`src/design/prap_queue.sv`:
```
// Small register-based FIFO used between the front, the back and the result port.
module prap_queue #(
  parameter int WIDTH = 8,
  parameter int DEPTH = 8
) (
  input  logic                           clk,
  input  logic                           rst,
  input  logic                           push,
  input  logic [WIDTH-1:0]               wdata,
  input  logic                           pop,
  output logic [WIDTH-1:0]               rdata,
  output logic                           empty,
  output logic [$clog2(DEPTH+1)-1:0]     count
);

  localparam int AW = $clog2(DEPTH);
  localparam int CW = $clog2(DEPTH + 1);

  logic [WIDTH-1:0] slots [DEPTH];
  logic [AW-1:0]    head;
  logic [AW-1:0]    tail;
  logic             do_pop;

  function automatic logic [AW-1:0] wrap_inc(input logic [AW-1:0] ptr);
    if (ptr == AW'(DEPTH - 1)) begin
      return '0;
    end
    return ptr + AW'(1);
  endfunction

  assign empty  = (count == '0);
  assign do_pop = pop && !empty;
  assign rdata  = slots[head];

  // Pointers and occupancy.
  always_ff @(posedge clk) begin
    if (rst) begin
      head  <= '0;
      tail  <= '0;
      count <= '0;
    end else begin
      if (push) begin
        tail <= wrap_inc(tail);
      end
      if (do_pop) begin
        head <= wrap_inc(head);
      end
      if (push && !do_pop) begin
        count <= count + CW'(1);
      end else if (!push && do_pop) begin
        count <= count - CW'(1);
      end
    end
  end

  // Storage.
  always_ff @(posedge clk) begin
    if (push) begin
      slots[tail] <= wdata;
    end
  end

endmodule

```
`config.mk`:
```
export PLATFORM = sky130hd
export DESIGN_NAME = prap_queue
export DESIGN_NICKNAME = d
export VERILOG_FILES = /design/src/design/prap_queue.sv
export SDC_FILE = /design/constraint.sdc
export NUM_CORES = 1
export LEC_CHECK = 0
export ABC_AREA = 1
export ABC_CLOCK_PERIOD_IN_PS = 2950
export BUFFER_PORTS_ARGS = -buffer_cell sky130_fd_sc_hd__buf_2
export CORE_ASPECT_RATIO = 2
export CORE_MARGIN = 4
export CORE_UTILIZATION = 55
export DETAILED_ROUTE_END_ITERATION = 8
export PLACE_DENSITY = 0.74
export SETUP_SLACK_MARGIN = 0.02
export SLEW_MARGIN = 20
export SYNTH_ARGS = -nofsm -noshare
export SYNTH_HDL_FRONTEND = slang
export SYNTH_SLANG_ARGS = --single-unit
```
`constraint.sdc`:
```
create_clock -name clk -period 2.95 [get_ports clk]
set_clock_uncertainty 0.15 [all_clocks]
set_input_delay 0.59 -clock clk [delete_from_list [all_inputs] [get_ports clk]]
set_output_delay 0.59 -clock clk [all_outputs]
set_load 0.02 [all_outputs]
```
Yosys cells after proc, flatten, opt, wreduce, memory -nomap -nowiden
Memories as Yosys holds them, arrays and structs flattened. A register that Yosys moved wholly into a read port is not among the register bits.
Index checks and enable logic that the tools add are counted.
Widths: inputs -> output; s select.

word-level totals
  output and inout bits = 13
  bits in writable memories = 64
  bits in registers = 10
  word-level logic and storage cells = 34
  memories kept = 1

memory list
  name   words  width  read ports  clocked after memory_dff  write ports  RTL line  text
  slots  8      8      1           1                         1            19        logic [WIDTH-1:0] slots [DEPTH];

operators by class
  multiplexer cells = 16
  equal/unequal tests = 2
  reductions and logical operators = 8
  add/sub/neg operators = 4

operators by type and width
  operator             count
  $mux 3               6
  $mux 1               8
  $mux 4               2
  $add 3x1->3 const B  2
  $eq 3x3->1 const B   2
  $add 4x1->4 const B  1
  $logic_not 4->1      1
  $sub 4x1->4 const B  1
  $logic_and 1x1->1    3
  $logic_not 1->1      3
  $reduce_bool 2->1    1

Longest topological paths before layout
  word-level depth = 8
  mapped depth = 13
  depth with buffers taken out = 13

Worst setup path before layout
No wires, ideal clock.

  path kind = register -> register
  start point = reg count[0]
  end point = reg count[3]
  stages on the path, launching flop included = 12
  library setup time = 109 ps
  path buffers = 0
  arrival = 1922 ps
  required time = 2691 ps
  slack = 770 ps
  cell sequence = dfxtp_1 nor2_1 nand3_1 nand2_1 ha_1 inv_1 ha_1 or2_2 nand3_1 nand3_1 nand2_1 inv_1

between the ends
  longest elaborated chain between the ends = 6

RTL lines
  item                                                                 RTL line  text
  from (decl)                                                          13        output logic [$clog2(DEPTH+1)-1:0] count
  from (signal assigned)                                               49        count <= count + CW'(1);
  from (signal assigned)                                               51        count <= count - CW'(1);
  parallel branches: the longest is 6 deep, another holds $sub 4x1->4  n/a

Parallel ways; which one is timed is not known. The select of a mux whose other input is x is not followed.
A chain may end at the register's enable or synchronous reset.

==> out/results.md <==
| Quantity | This run | Unit |
|---|---|---|
| Result of the run | finished, final reports clean | - |
| Routability-driven placement congestion ratio | 0.8200 | - |
| Number of max-cap violations | 0 | - |
| Most frequent cells in the layout | 78 x sky130_fd_sc_hd__nor2_1, 64 x sky130_fd_sc_hd__edfxtp_1, 61 x sky130_fd_sc_hd__nand2_1 | - |
| Final Non-Filler Cells | 409 | - |
| Vert. Die Dim | 116.8 | um |
| Number of instances in the placed design | 393 | - |
| Pin count of the biggest net entering global routing | 33 | - |
| Class of the tightest hold or removal check | reg2reg | - |
| Total wirelength of the detailed-routed design | 6.440 | mm |
| Critical path capture point type | output port | - |
| Signal arrival time at the worst endpoint | 1.73 | ns |
| Clk pin slew, worst setup/hold paths | 0.05 | ns |
| Number of fill cells | 432 | - |
| Setup violators final | 0 | - |
| Initial detailed-routing violation count | 121 | - |
| Final routed wire length divided by cell count | 15.75 | um |
| Unrepaired setup endpoints after global routing | no | - |
| Max Buffers Root-to-Sink | 2 | - |
| Critical Path Source Type | register | - |
| Maximum resistive drop on vdd | 0.7416 | mV |
| Die area | 7292 | um2 |
| # port buffers | 24 | - |
| WHS Path Cells | 2 | - |
| Synth top area share | 59.01 | % |
| Number of pins exceeding their max-slew limit in the final report | 0 | - |
| Global-route wire length before repair | 10.32 | mm |
| Remaining antenna violation count after routing | 0 | - |
| Worst-margin pin slew | 0.5750 | ns |
| Skew-Pair Late Insertion Delay | 0.33 | ns |
| Cell taking the most area after synthesis | sky130_fd_sc_hd__edfxtp_1 | - |
| # Post-CTS Setup Buffers | 0 | - |
| Average cell area after synthesis | 10.61 | um2 |
| Sink of the worst hold path | tail[0] | - |
| Sequential fraction of the synthesis area | 67.00 | % |
| Cts hold-fix bufs | 0 | - |
| Dpl hpwl | 4.550 | mm |
| Type of the setup path with the least slack | reg2out | - |
| Share of layout cells above drive strength 1 | 15.52 | % |
| Number of distinct library cell variants in the gate-level netlist after synthesis | 18 | - |
| Sum of overflow across all layers after global routing | 0 | - |
| Top achievable clock speed | 405.4 | MHz |
| Rows | 39 | - |
| Number of antenna diodes | 0 | - |
| Cell depth of the worst flop-to-flop path | 11 | - |
| CTS H-tree depth | 3 | - |
| R2R Path End | count[3] | - |
| Total clock buffers created by CTS | 9 | - |
| Worst setup slack for register-to-register paths | 0.68 | ns |
| Biggest area contributors in the synthesized netlist | sky130_fd_sc_hd__edfxtp_1 59%, sky130_fd_sc_hd__nor2_1 9.0%, sky130_fd_sc_hd__dfxtp_1 8.0% | - |
| Area growth, synth to finish | 14.56 | % |
| Commonest non-fill, non-tap cell in the layout | sky130_fd_sc_hd__nor2_1 | - |
| Post-synthesis net count | 327 | - |
| Aggregate negative setup slack | 0 | ns |
| Overall via count from detail_route | 2181 | - |
| Data required, critical path | 2.21 | ns |
| Crit Path Max Fanout | 32 | - |
| Total Power | 3155 | uW |
| Number of hold violations in the final report | 0 | - |
| Number of flip-flops and latches in the synthesized netlist | 77 | - |
| Total global routing track utilization | 19.19 | % |
| Final net count | 363 | - |
| Launch instance of the worst min-delay path | tail[0] | - |
| Count of boundary I/O pins | 25 | - |
| Reg area | 2182 | um2 |
| Initial core utilization | 57.05 | % |
| Reg-to-Reg Start | count[0] | - |
| Average vias per placed instance | 5.333 | - |
| Leakage | 0.001529 | uW |
| Antenna violations before repair | 0 | - |
| Rel. slew slack | 61.52 | % |
| Core occupancy in the finished layout | 65.35 | % |
| Chip Width | 62.42 | um |
| Number of clock sinks | 77 | - |
| Vias in the first global route | 2235 | - |
| Pwr per Cell Area | 845.5 | nW/um2 |
| Clock tree from TritonCTS | yes | - |
| Number of cells produced by synthesis | 307 | - |
| Total area of multi-input combinational cells | 904.6 | um2 |
| Synthesized area | 3257 | um2 |
| Number of iterations in the first detailed-routing pass | 4 | - |
| Number of cells upsized or downsized after cts | 0 | - |
| Remaining design rule violation count | 0 | - |
| Core box area | 5709 | um2 |
| Final critical delay including setup and external delays | 2.467 | ns |
| Synth warn | 0 | - |
| Final critical-path share of the clock period | 83.62 | % |
| CTS root buf | sky130_fd_sc_hd__clkbuf_16 | - |
[state kept, by name (all words and copies together), names as in the netlist, named ones only]
register,count
slots,64
head,3
tail,3
count,4
[logic make-up after synthesis]
family	Yosys count	synth area share (%)
AND/OR/NAND/NOR	147	17.29
flip-flops	77	67.00
AO/OA/AOI/OAI	45	6.915
buffers and inverters	29	5.225
adder cells (fa/ha/maj)	8	3.304
XOR/XNOR	1	0.2690
[per-stage QoR]
step / hold WS, ns / setup slack, ns / cell area (um2)
after global routing: 0.3868 / 0.3746 / 3731
after detailed placement: 0.3395 / 0.6665 / 3443
after global placement: 0.3289 / 0.7345 / 3443
after floorplan: 0.3010 / 0.7696 / 3257
after CTS: 0.3480 / 0.4847 / 3731
final: 0.3470 / 0.4831 / 3731
[worst max path at each step]
stage	endpoint	start	slack [ns]	cells past startpoint
detailed placement	count[3]	count[0]	0.67	11
floorplan	count[3]	count[0]	0.77	11
global route	rdata[7]	register	0.37	6
CTS	rdata[7]	register	0.48	6
finish	rdata[7]	register	0.48	6
global placement	count[3]	pop	0.73	10
[where the power goes]
part | leakage (uW) | switching (uW) | internal [uW]
registers | 0.000688 | 56.7 | 1250
logic | 0.000693 | 552 | 280
clock network | 0.000147 | 383 | 636
total | 0.00153 | 991 | 2160
[cell type report]
type	count	area share, %
multi-input combinational	201	24.25
clock inverter	4	0.5366
sequential	77	58.48
timing repair buffer	36	5.634
tap	61	2.046
inverter	18	1.878
clock buffer	12	7.176
[cell usage after synthesis, drive strengths merged]
cell type  number
a21oi           9
dfxtp          13
nand3           7
inv            18
xor2            1
edfxtp         64
ha              7
fa              1
buf            11
or2             1
nor2           78
o21ai          36
nand2          61
[worst max-delay path, cell delays in order, from the launching register on]
cell and delay, ns:
sky130_fd_sc_hd__dfxtp_1 0.34, sky130_fd_sc_hd__inv_2 0.41, sky130_fd_sc_hd__o21ai_0 0.23, sky130_fd_sc_hd__nand2_1 0.12, sky130_fd_sc_hd__nand2_1 0.06, sky130_fd_sc_hd__nand2_1 0.07, sky130_fd_sc_hd__buf_2 0.16
[layer usage]
layer | up-vias | track usage [%] | share of wire, %
met2 | 53 | 36.01 | 57
met3 | 14 | 4.585 | 4.9
met5 | - | 0 | 0
met1 | 1015 | 18.30 | 35
met4 | 0 | 12.32 | 3.2
li1 | 1099 | - | -
(Power assumes the default switching activity.)
