### src/design/prap_pkg.sv
// Shared types, constants and register codes for the pitch/roll attitude PID block.
package prap_pkg;

  // Field widths.
  localparam int PULSE_W = 12;
  localparam int ANGLE_W = 16;
  localparam int GAIN_W  = 16;
  localparam int LIM_W   = 15;
  localparam int DRIVE_W = 16;

  // Axis numbering used by the per-axis arrays.
  localparam int AXES       = 2;
  localparam int AXIS_ROLL  = 0;
  localparam int AXIS_PITCH = 1;

  // Radio deadband.
  localparam logic [PULSE_W-1:0] DB_LOW    = 12'd1460;
  localparam logic [PULSE_W-1:0] DB_HIGH   = 12'd1500;
  localparam logic [PULSE_W-1:0] DB_CENTER = 12'd1478;

  // Setpoint mapping: 90 degrees of span and 45 degrees of offset, in Q8.8.
  localparam int SP_SCALE = 90 * 256;
  localparam int SP_HALF  = 45 * 256;

  // Setpoint datapath widths; the scaled pulse stays below 2**M_W.
  localparam int M_W         = 27;
  localparam int RECIP_SHIFT = 28;
  localparam int R_W         = 29;
  localparam int SP_RAW_W    = M_W + 2;
  localparam int SP_W        = 16;

  // PID datapath widths.
  localparam int ERR_W      = 17;
  localparam int DIFF_W     = ERR_W + 1;
  localparam int SUM_W      = LIM_W + 8 + 1;
  localparam int TOT_W      = 42;
  localparam int FRAC_SHIFT = 16;
  localparam int ROUND_HALF = 32768;

  // Queues and pipeline depths.
  localparam int QUEUE_DEPTH  = 8;
  localparam int QCNT_W       = $clog2(QUEUE_DEPTH + 1);
  localparam int FRONT_STAGES = 5;
  localparam int BACK_STAGES  = 3;

  // Configuration register indexes.
  localparam int IDX_W = 3;
  localparam logic [IDX_W-1:0] REG_PITCH_P_GAIN = 3'd0;
  localparam logic [IDX_W-1:0] REG_PITCH_I_GAIN = 3'd1;
  localparam logic [IDX_W-1:0] REG_PITCH_D_GAIN = 3'd2;
  localparam logic [IDX_W-1:0] REG_ROLL_P_GAIN  = 3'd3;
  localparam logic [IDX_W-1:0] REG_ROLL_I_GAIN  = 3'd4;
  localparam logic [IDX_W-1:0] REG_ROLL_D_GAIN  = 3'd5;
  localparam logic [IDX_W-1:0] REG_PITCH_LIMIT  = 3'd6;
  localparam logic [IDX_W-1:0] REG_ROLL_LIMIT   = 3'd7;

  // Input transaction.
  typedef struct packed {
    logic                      mode;
    logic [PULSE_W-1:0]        roll_pulse;
    logic [PULSE_W-1:0]        pitch_pulse;
    logic [PULSE_W-1:0]        yaw_pulse;
    logic signed [ANGLE_W-1:0] measured_pitch;
    logic signed [ANGLE_W-1:0] measured_roll;
  } in_item_t;

  // Result transaction.
  typedef struct packed {
    logic signed [DRIVE_W-1:0] pitch_drive;
    logic signed [DRIVE_W-1:0] roll_drive;
    logic [PULSE_W-1:0]        roll_pulse_out;
    logic [PULSE_W-1:0]        pitch_pulse_out;
    logic [PULSE_W-1:0]        yaw_pulse_out;
  } out_item_t;

  // Classified transaction handed from the front to the back.
  typedef struct packed {
    logic                    mode;
    logic [PULSE_W-1:0]      roll_pulse;
    logic [PULSE_W-1:0]      pitch_pulse;
    logic [PULSE_W-1:0]      yaw_pulse;
    logic signed [ERR_W-1:0] pitch_err;
    logic signed [ERR_W-1:0] roll_err;
  } mid_item_t;

  // Configuration register file.
  typedef struct packed {
    logic [GAIN_W-1:0] pitch_p_gain;
    logic [GAIN_W-1:0] pitch_i_gain;
    logic [GAIN_W-1:0] pitch_d_gain;
    logic [GAIN_W-1:0] roll_p_gain;
    logic [GAIN_W-1:0] roll_i_gain;
    logic [GAIN_W-1:0] roll_d_gain;
    logic [LIM_W-1:0]  pitch_limit;
    logic [LIM_W-1:0]  roll_limit;
  } cfg_t;

  localparam cfg_t CFG_RESET = '{
    pitch_p_gain: 16'd256,
    pitch_i_gain: 16'd0,
    pitch_d_gain: 16'd0,
    roll_p_gain:  16'd256,
    roll_i_gain:  16'd0,
    roll_d_gain:  16'd0,
    pitch_limit:  15'd400,
    roll_limit:   15'd400
  };

endpackage

### src/design/prap_front.sv
// Front end: pulse deadband snapping, setpoint mapping and per-axis error.
module prap_front #(
  parameter int RADIO_LOW       = 1000,
  parameter int RADIO_HIGH      = 1956,
  parameter int PITCH_MAX_ANGLE = 30,
  parameter int ROLL_MAX_ANGLE  = 30
) (
  input  logic                        clk,
  input  logic                        rst,
  input  logic                        push,
  input  prap_pkg::in_item_t          sample,
  input  logic [prap_pkg::QCNT_W-1:0] mid_count,
  output logic                        full,
  output logic                        mid_push,
  output prap_pkg::mid_item_t         mid_item
);

  import prap_pkg::*;

  // Constant division by the radio span is a reciprocal multiply plus one correction.
  // The bias C_OFF keeps the dividend non-negative so the quotient is a floor.
  localparam longint SPAN     = longint'(RADIO_HIGH) - longint'(RADIO_LOW);
  localparam bit     SPAN_OK  = (SPAN > 0);
  localparam longint SPAN_EFF = SPAN_OK ? SPAN : 64'sd1;
  localparam longint LOW_SC   = longint'(RADIO_LOW) * longint'(SP_SCALE);
  localparam longint K_BIAS   = (LOW_SC + SPAN_EFF - 1) / SPAN_EFF;
  localparam longint C_OFF    = K_BIAS * SPAN_EFF - LOW_SC;
  localparam longint RECIP    = (64'sd1 <<< RECIP_SHIFT) / SPAN_EFF;
  localparam longint OFFSET   = K_BIAS + longint'(SP_HALF);
  localparam longint ROLL_MAX  = longint'(ROLL_MAX_ANGLE) * 256;
  localparam longint PITCH_MAX = longint'(PITCH_MAX_ANGLE) * 256;
  localparam int     PROD_W   = M_W + R_W;

  logic [FRONT_STAGES-1:0] valid;
  logic                    accept;
  logic [QCNT_W:0]         inflight;
  in_item_t                snapped;

  in_item_t s1, s2, s3, s4, s5;
  logic [M_W-1:0]            m_s1  [AXES];
  logic [M_W-1:0]            m_s2  [AXES];
  logic [M_W-1:0]            q0_s2 [AXES];
  logic [M_W-1:0]            q_s3  [AXES];
  logic signed [SP_W-1:0]    sp_s4 [AXES];
  logic signed [ERR_W-1:0]   err_s5[AXES];

  logic [M_W-1:0]            m_next  [AXES];
  logic [M_W-1:0]            q0_next [AXES];
  logic [M_W-1:0]            q_next  [AXES];
  logic signed [SP_W-1:0]    sp_next [AXES];
  logic signed [ERR_W-1:0]   err_next[AXES];

  function automatic logic [PULSE_W-1:0] snap(input logic [PULSE_W-1:0] p);
    if (p > DB_LOW && p < DB_HIGH) begin
      return DB_CENTER;
    end
    return p;
  endfunction

  // Admission: room must remain in the hand-off queue for everything in flight.
  always_comb begin
    inflight = (QCNT_W+1)'(mid_count);
    for (int i = 0; i < FRONT_STAGES; i++) begin
      inflight = inflight + (QCNT_W+1)'(valid[i]);
    end
  end

  assign full   = (inflight >= (QCNT_W+1)'(QUEUE_DEPTH));
  assign accept = push && !full;

  // Stage 1: snap the pulses and scale the roll and pitch pulses.
  always_comb begin
    snapped             = sample;
    snapped.roll_pulse  = snap(sample.roll_pulse);
    snapped.pitch_pulse = snap(sample.pitch_pulse);
    snapped.yaw_pulse   = snap(sample.yaw_pulse);
    m_next[AXIS_ROLL]   = M_W'(snapped.roll_pulse) * M_W'(SP_SCALE) + M_W'(C_OFF);
    m_next[AXIS_PITCH]  = M_W'(snapped.pitch_pulse) * M_W'(SP_SCALE) + M_W'(C_OFF);
  end

  // Stage 2: reciprocal multiply gives a quotient estimate at most one low.
  always_comb begin
    logic [PROD_W-1:0] prod;
    for (int a = 0; a < AXES; a++) begin
      prod       = PROD_W'(m_s1[a]) * PROD_W'(RECIP);
      q0_next[a] = M_W'(prod >> RECIP_SHIFT);
    end
  end

  // Stage 3: correct the quotient from the remainder.
  always_comb begin
    logic [M_W-1:0] rem;
    for (int a = 0; a < AXES; a++) begin
      rem = m_s2[a] - q0_s2[a] * M_W'(SPAN_EFF);
      if (rem >= M_W'(SPAN_EFF)) begin
        q_next[a] = q0_s2[a] + M_W'(1);
      end else begin
        q_next[a] = q0_s2[a];
      end
    end
  end

  // Stage 4: remove the bias and center, then clamp to the maximum angle.
  always_comb begin
    logic signed [SP_RAW_W-1:0] sp_raw;
    logic signed [SP_RAW_W-1:0] lim;
    for (int a = 0; a < AXES; a++) begin
      sp_raw = $signed({2'b00, q_s3[a]}) - $signed(SP_RAW_W'(OFFSET));
      lim    = $signed(SP_RAW_W'((a == AXIS_ROLL) ? ROLL_MAX : PITCH_MAX));
      if (!SPAN_OK) begin
        sp_next[a] = '0;
      end else if (sp_raw > lim) begin
        sp_next[a] = SP_W'(lim);
      end else if (sp_raw < -lim) begin
        sp_next[a] = SP_W'(-lim);
      end else begin
        sp_next[a] = SP_W'(sp_raw);
      end
    end
  end

  // Stage 5: error is measured angle minus setpoint.
  always_comb begin
    err_next[AXIS_ROLL]  = ERR_W'(s4.measured_roll) - ERR_W'(sp_s4[AXIS_ROLL]);
    err_next[AXIS_PITCH] = ERR_W'(s4.measured_pitch) - ERR_W'(sp_s4[AXIS_PITCH]);
  end

  // Stage valid bits.
  always_ff @(posedge clk) begin
    if (rst) begin
      valid <= '0;
    end else begin
      valid <= {valid[FRONT_STAGES-2:0], accept};
    end
  end

  // Stage payload.
  always_ff @(posedge clk) begin
    s1 <= snapped;
    s2 <= s1;
    s3 <= s2;
    s4 <= s3;
    s5 <= s4;
    for (int a = 0; a < AXES; a++) begin
      m_s1[a]   <= m_next[a];
      m_s2[a]   <= m_s1[a];
      q0_s2[a]  <= q0_next[a];
      q_s3[a]   <= q_next[a];
      sp_s4[a]  <= sp_next[a];
      err_s5[a] <= err_next[a];
    end
  end

  // Hand-off to the back end.
  assign mid_push = valid[FRONT_STAGES-1];

  always_comb begin
    mid_item.mode        = s5.mode;
    mid_item.roll_pulse  = s5.roll_pulse;
    mid_item.pitch_pulse = s5.pitch_pulse;
    mid_item.yaw_pulse   = s5.yaw_pulse;
    mid_item.pitch_err   = err_s5[AXIS_PITCH];
    mid_item.roll_err    = err_s5[AXIS_ROLL];
  end

endmodule

### config.mk
export PLATFORM = sky130hd
export DESIGN_NAME = prap_front
export DESIGN_NICKNAME = d
export VERILOG_FILES = /design/src/design/prap_pkg.sv /design/src/design/prap_front.sv
export SDC_FILE = /design/constraint.sdc
export NUM_CORES = 2
export LEC_CHECK = 0
export BUFFER_PORTS_ARGS = -buffer_cell sky130_fd_sc_hd__buf_4
export CORE_AREA = 5 5 274 223
export DETAILED_ROUTE_END_ITERATION = 7
export DIE_AREA = 0 0 279 228
export PLACE_DENSITY = 0.84
export SKIP_CTS_REPAIR_TIMING = 1
export SKIP_LAST_GASP = 1
export SYNTH_ARGS = -nofsm -noshare
export SYNTH_HDL_FRONTEND = slang
export SYNTH_SLANG_ARGS = --single-unit
### constraint.sdc
create_clock -name clk -period 13.4 [get_ports clk]
set_clock_uncertainty 0.1 [all_clocks]
set_input_delay 2.01 -clock clk [delete_from_list [all_inputs] [get_ports clk]]
set_output_delay 2.01 -clock clk [all_outputs]
set_load 0.01 [all_outputs]
# Word level (Yosys, flattened, before mapping)
# Memory sizes are Yosys's and may differ from the RTL's.
# Index checks and enable logic that the tools add are counted.
dict set report word_totals {
  latch_bits 0
  register_bits 318
  word_cells 89
  mem_bits_ro 0
  memories 6
  out_inout_bits 73
  in_bits 76
  ram_bits 264
}
dict set report op_classes {
  order_cmp 13
  bitwise_logic 0
  mul 6
  eq_ne 0
  n_addsub 15
  div_mod_pow 0
  mux 15
  shift 0
  reduce_logical 5
}
# name words width read_ports rd_ports_with_merged_regs write_ports line_no
set memory_table {}
lappend memory_table {m_s1 2 27 2 0 2 prap_front.sv:40} ;# logic [M_W-1:0] m_s1 [AXES];
lappend memory_table {m_s2 2 27 2 0 2 prap_front.sv:41} ;# logic [M_W-1:0] m_s2 [AXES];
lappend memory_table {q_s3 2 27 2 0 2 prap_front.sv:43} ;# logic [M_W-1:0] q_s3 [AXES];
lappend memory_table {q0_s2 2 18 2 0 2 prap_front.sv:42} ;# logic [M_W-1:0] q0_s2 [AXES];
lappend memory_table {err_s5 2 17 2 0 2 prap_front.sv:45} ;# logic signed [ERR_W-1:0] err_s5[AXES];
lappend memory_table {sp_s4 2 16 2 0 2 prap_front.sv:44} ;# logic signed [SP_W-1:0] sp_s4 [AXES];
# cell count
set ops {}
lappend ops {{multiplier 27 x 18 -> 45 bit (second input constant)} 2}
lappend ops {{two-way mux 12 bit} 6}
lappend ops {{two-way mux 16 bit} 4}
lappend ops {{greater-than comparator 28 x 14 -> 1 bit (second input constant)} 2}
lappend ops {{< comparator 28 x 14 -> 1 bit (second input constant)} 2}
lappend ops {{subtractor 27 x 16 -> 28 bit (second input constant)} 2}
lappend ops {{adder 27 x 1 -> 27 bit (second input constant)} 2}
lappend ops {{adder 27 x 10 -> 27 bit (second input constant)} 2}
lappend ops {{>= comparator 27 x 10 -> 1 bit (second input constant)} 2}
lappend ops {{multiplier 27 x 8 -> 25 bit (second input constant)} 2}
lappend ops {{two-way mux 27 bit} 2}
lappend ops {{subtractor 27 bit} 2}
lappend ops {{greater-than comparator 12 x 11 -> 1 bit (second input constant)} 3}
lappend ops {{< comparator 12 x 11 -> 1 bit (second input constant)} 3}
lappend ops {{multiplier 12 x 6 -> 18 bit (second input constant)} 2}
lappend ops {{subtractor 16 x 16 -> 17 bit} 2}
lappend ops {{adder 5 x 1 -> 5 bit} 4}
lappend ops {{adder 4 x 1 -> 5 bit} 1}
lappend ops {{>= comparator 5 x 4 -> 1 bit (second input constant)} 1}
lappend ops {{logical AND 1 bit} 4}
lappend ops {{two-way mux 1 bit} 3}
lappend ops {{zero test 1 bit} 1}

# Longest topological paths before layout
dict set report logic_depth {
  depth_word 8
  depth_mapped 34
  depth_no_buf 32
}

# Worst setup path before layout
# No wires, ideal clock.
dict set report synth_path {
  path_kind {register -> register}
  start {memory q0_s2[0][3] (netlist bit)}
  end {memory q_s3[0][15]}
  synth_period_minus_slack_ns 7.231
  path_buffers 1
  arrival_ns 6.998
  setup_ns 0.133
  required_time_ns 13.167
  setup_slack_ns 6.169
  stages_incl_launch_ff 33
  path_cell_list {dfxtp_1 inv_1 fa_1 fa_1 inv_1 fa_1 inv_1 fa_1 inv_1 ha_1 a21o_1 a21o_1 o211a_1 o2111a_1 nor2_1 a21oi_1 and2_1 o21ai_0 nand2b_1 xnor2_1 ha_1 a21oi_1 a21oi_1 a211o_1 a2111oi_0 o2111ai_1 nor4_1 o2111ai_1 a211oi_2 o311ai_4 buf_6 nand2_1 xnor2_1}
}
# item line_no
set synth_lines {}
lappend synth_lines {{start: declaration} prap_front.sv:42}
lappend synth_lines {{end: declaration} prap_front.sv:43}

==> impl_results.md <==
* Yosys warns at 0
* Mapped Area at 37810 um2
* Clk sinks at 530
* Slew headroom at a little under a third
* Vias in the first global route at 26545
* Number of synthesized flops with an enable pin at 0
* Synth async-reset ratio at 0%
* CTS buffer count at 51
* Die W at 279 um
* Dominant cell type by area after synthesis: dfxtp_1
* Residual DRC at 0
* CP required at between 10000 and 15000 ps
* First-pass DRT Iterations at 6
* MaxCap Viol Count at 0
* Critical Path Start Type: register
* Synthesis-to-finish area growth at 9.939%
* Final worst path period share at 60.79%
* Sequential element share of the synthesized area at 28.07%
* Total gr overflow at 0
* Buf+Inv Stages, Crit Path at 4
* Slew Limit Fails at 0
* Starting density of the core at approximately 65%
* CTS tree: done
* Max Fclk at 0.1228 GHz
* Worst-path maximum fanout at 19
* Initial DRC Count at 1455
* Crit path max-delay family: compound AO/OA/AOI/OAI gates
* GR Util All Layers at 24.01%
* Synth Net Count at 4821
* Top-level I/O count at 149
* Number of routed nets with antenna violations at 0
* Top-area cell type share of the netlist area at 28.07%
* Flop and latch count out of synthesis at 530
* Synth top area cells: dfxtp_1 28%, ha_1 20%, fa_1 19%
* Fin util at about 72%
* Detailed Place HPWL at 59430 um
* Post-DR wirelength/cell at ~16 um
* Min-delay worst type: reg2reg
* Synth Instances at about 3800
* Height of the die at around 230 um
* Cell Rows at 79
* CP Capture Type: register
* Most frequent cells in the layout: 786 x inv_1, 604 x ha_1, 530 x dfxtp_1
* # port buffers at 148
* Status: complete, no violations
* Die area at roughly 64000 um2
* Ys flop type: dfxtp_1
* Initial antenna violation count at 0
* Post-layout min period at 8146 ps
* Htree depth at 2
* Synthesized area per cell at approximately 10 um2
* Largest net degree at the start of global routing at 20
* First-pass GRT wire length at approximately 130000 um
* Clock slew at reported path FFs at 70 ps
* Library cells used by synthesis at 96
* Via count at between 20000 and 30000
* Worst Max-Slew Pin Slew at approximately 1000 ps
* Count of endpoints failing setup in the final report at 0
* Fillers at around 4000
* Critical Path AT at around 8500 ps
* RD Place Congestion at just over 0.9
* Antenna diode count at 0
* Unrepaired setup endpoints after global routing: no
* Final net count at between 4000 and 5000
* Critical setup path kind: reg2reg
* Largest stage delay, worst path at approximately 530 ps
* Hold Fails Final Rpt at 0
* Slowest CP cell: fa_1
* CTS Buffer Depth at 3
* Clock Tree Root: clkbuf_16
* Most common cell after layout, fill and taps aside: inv_1
* Share of layout cells above drive strength 1 at 7.445%
* Post-Route WL at 76050 um
* Core Region at 57730 um2
* DR vias/cell at about 5.4
* Worst skew pair latency at approximately 590 ps
* Fin Setup TNS at 0 ps
## worst register-to-register path, delay by kind of cell, from the launching register on
family                   cells  cell delay [ps]
adder cells (fa/ha/maj)      6             2760
flip-flops                   1              450
AO/OA/AOI/OAI               14             3300
buffers and inverters        4              310
AND/OR/NAND/NOR              5              880
XOR/XNOR                     2              210
## state kept, by name, summed over array words and instances, names as in the netlist
register	cells
s3	69
err_s5	34
valid	5
q0_s2	36
m_s1	36
q_s3	38
m_s2	36
mid_item	37
s1	69
s2	69
s4	69
sp_s4	32
## path summary, 6_finish.rpt
check	startpoint	to	slack, ps	depth (start not counted)
worst max register to register	q0_s2[0][3]	q_s3[0][14]	5250	31
worst min register to register	s3[15]	s4[15]	220	0
worst max-delay path	q0_s2[0][3]	q_s3[0][14]	5250	31
worst min-delay path	s3[15]	s4[15]	220	0
## metal layers
layer | vias to the layer above | GRT usage [%] | routed length (um)
li1 | 12692 | - | -
met1 | 12256 | 33.12 | 34080
met3 | 139 | 5.147 | 5191
met5 | - | 0 | 0
met2 | 667 | 39.40 | 35260
met4 | 0 | 5.314 | 1525
## kinds of logic after synthesis
group / Yosys count / synth area share (%)
adders and majority gates: 972 / 39.45
buffers and inverters: 827 / 8.241
and+or+nand+nor: 674 / 9.164
AOI/OAI and AO/OA: 562 / 10.10
DFF: 530 / 28.07
xor gates and xnor gates: 203 / 4.815
muxes: 6 / 0.1589
## layout make-up
cell class | instances | area (um2) | share of cell area [%]
clock buffer | 65 | 1419 | 3.414
clock inverter | 30 | 430.4 | 1.036
inverter | 786 | 2950 | 7.099
multi-input combinational | 2417 | 24080 | 57.94
sequential | 530 | 10610 | 25.53
tap | 769 | 962.2 | 2.315
timing repair buffer | 148 | 1111 | 2.673
## through the flow
step | hold slack, ps | instance area (um2) | worst slack, ps | cells
final | 219.1 | 41560 | 5254 | 4745
after detailed placement | 212.1 | 39710 | 5320 | 4650
after global routing | 225.2 | 41560 | 4701 | 4745
after CTS | 221.4 | 41560 | 5293 | 4745
after floorplan | 209.6 | 37810 | 6169 | 3774
after global placement | 209.6 | 39710 | 5541 | 4650
## synth_stat cells, types with 7 or more instances
library cell	n
nor3_1	59
nand4_1	24
xnor2_1	149
o21bai_1	21
o21a_1	30
and2_1	19
o21ai_1	10
a21oi_1	155
clkbuf_1	35
a31o_2	7
or3_1	13
nor4_1	16
fa_1	367
a2111oi_0	8
nor2_1	137
inv_1	786
a211oi_1	23
o21ai_0	88
ha_1	604
o2111ai_1	11
nand2b_1	25
nand3_1	61
a211o_1	15
and3_1	31
or2_2	20
o211ai_1	16
a21boi_0	21
nor2b_1	58
nand2_1	162
a31oi_1	17
o31ai_1	11
a21o_1	50
xor2_1	50
dfxtp_1	530
Power is not shown: default switching activity piles up to over one toggle a cycle in this logic, so the estimate is an artifact.
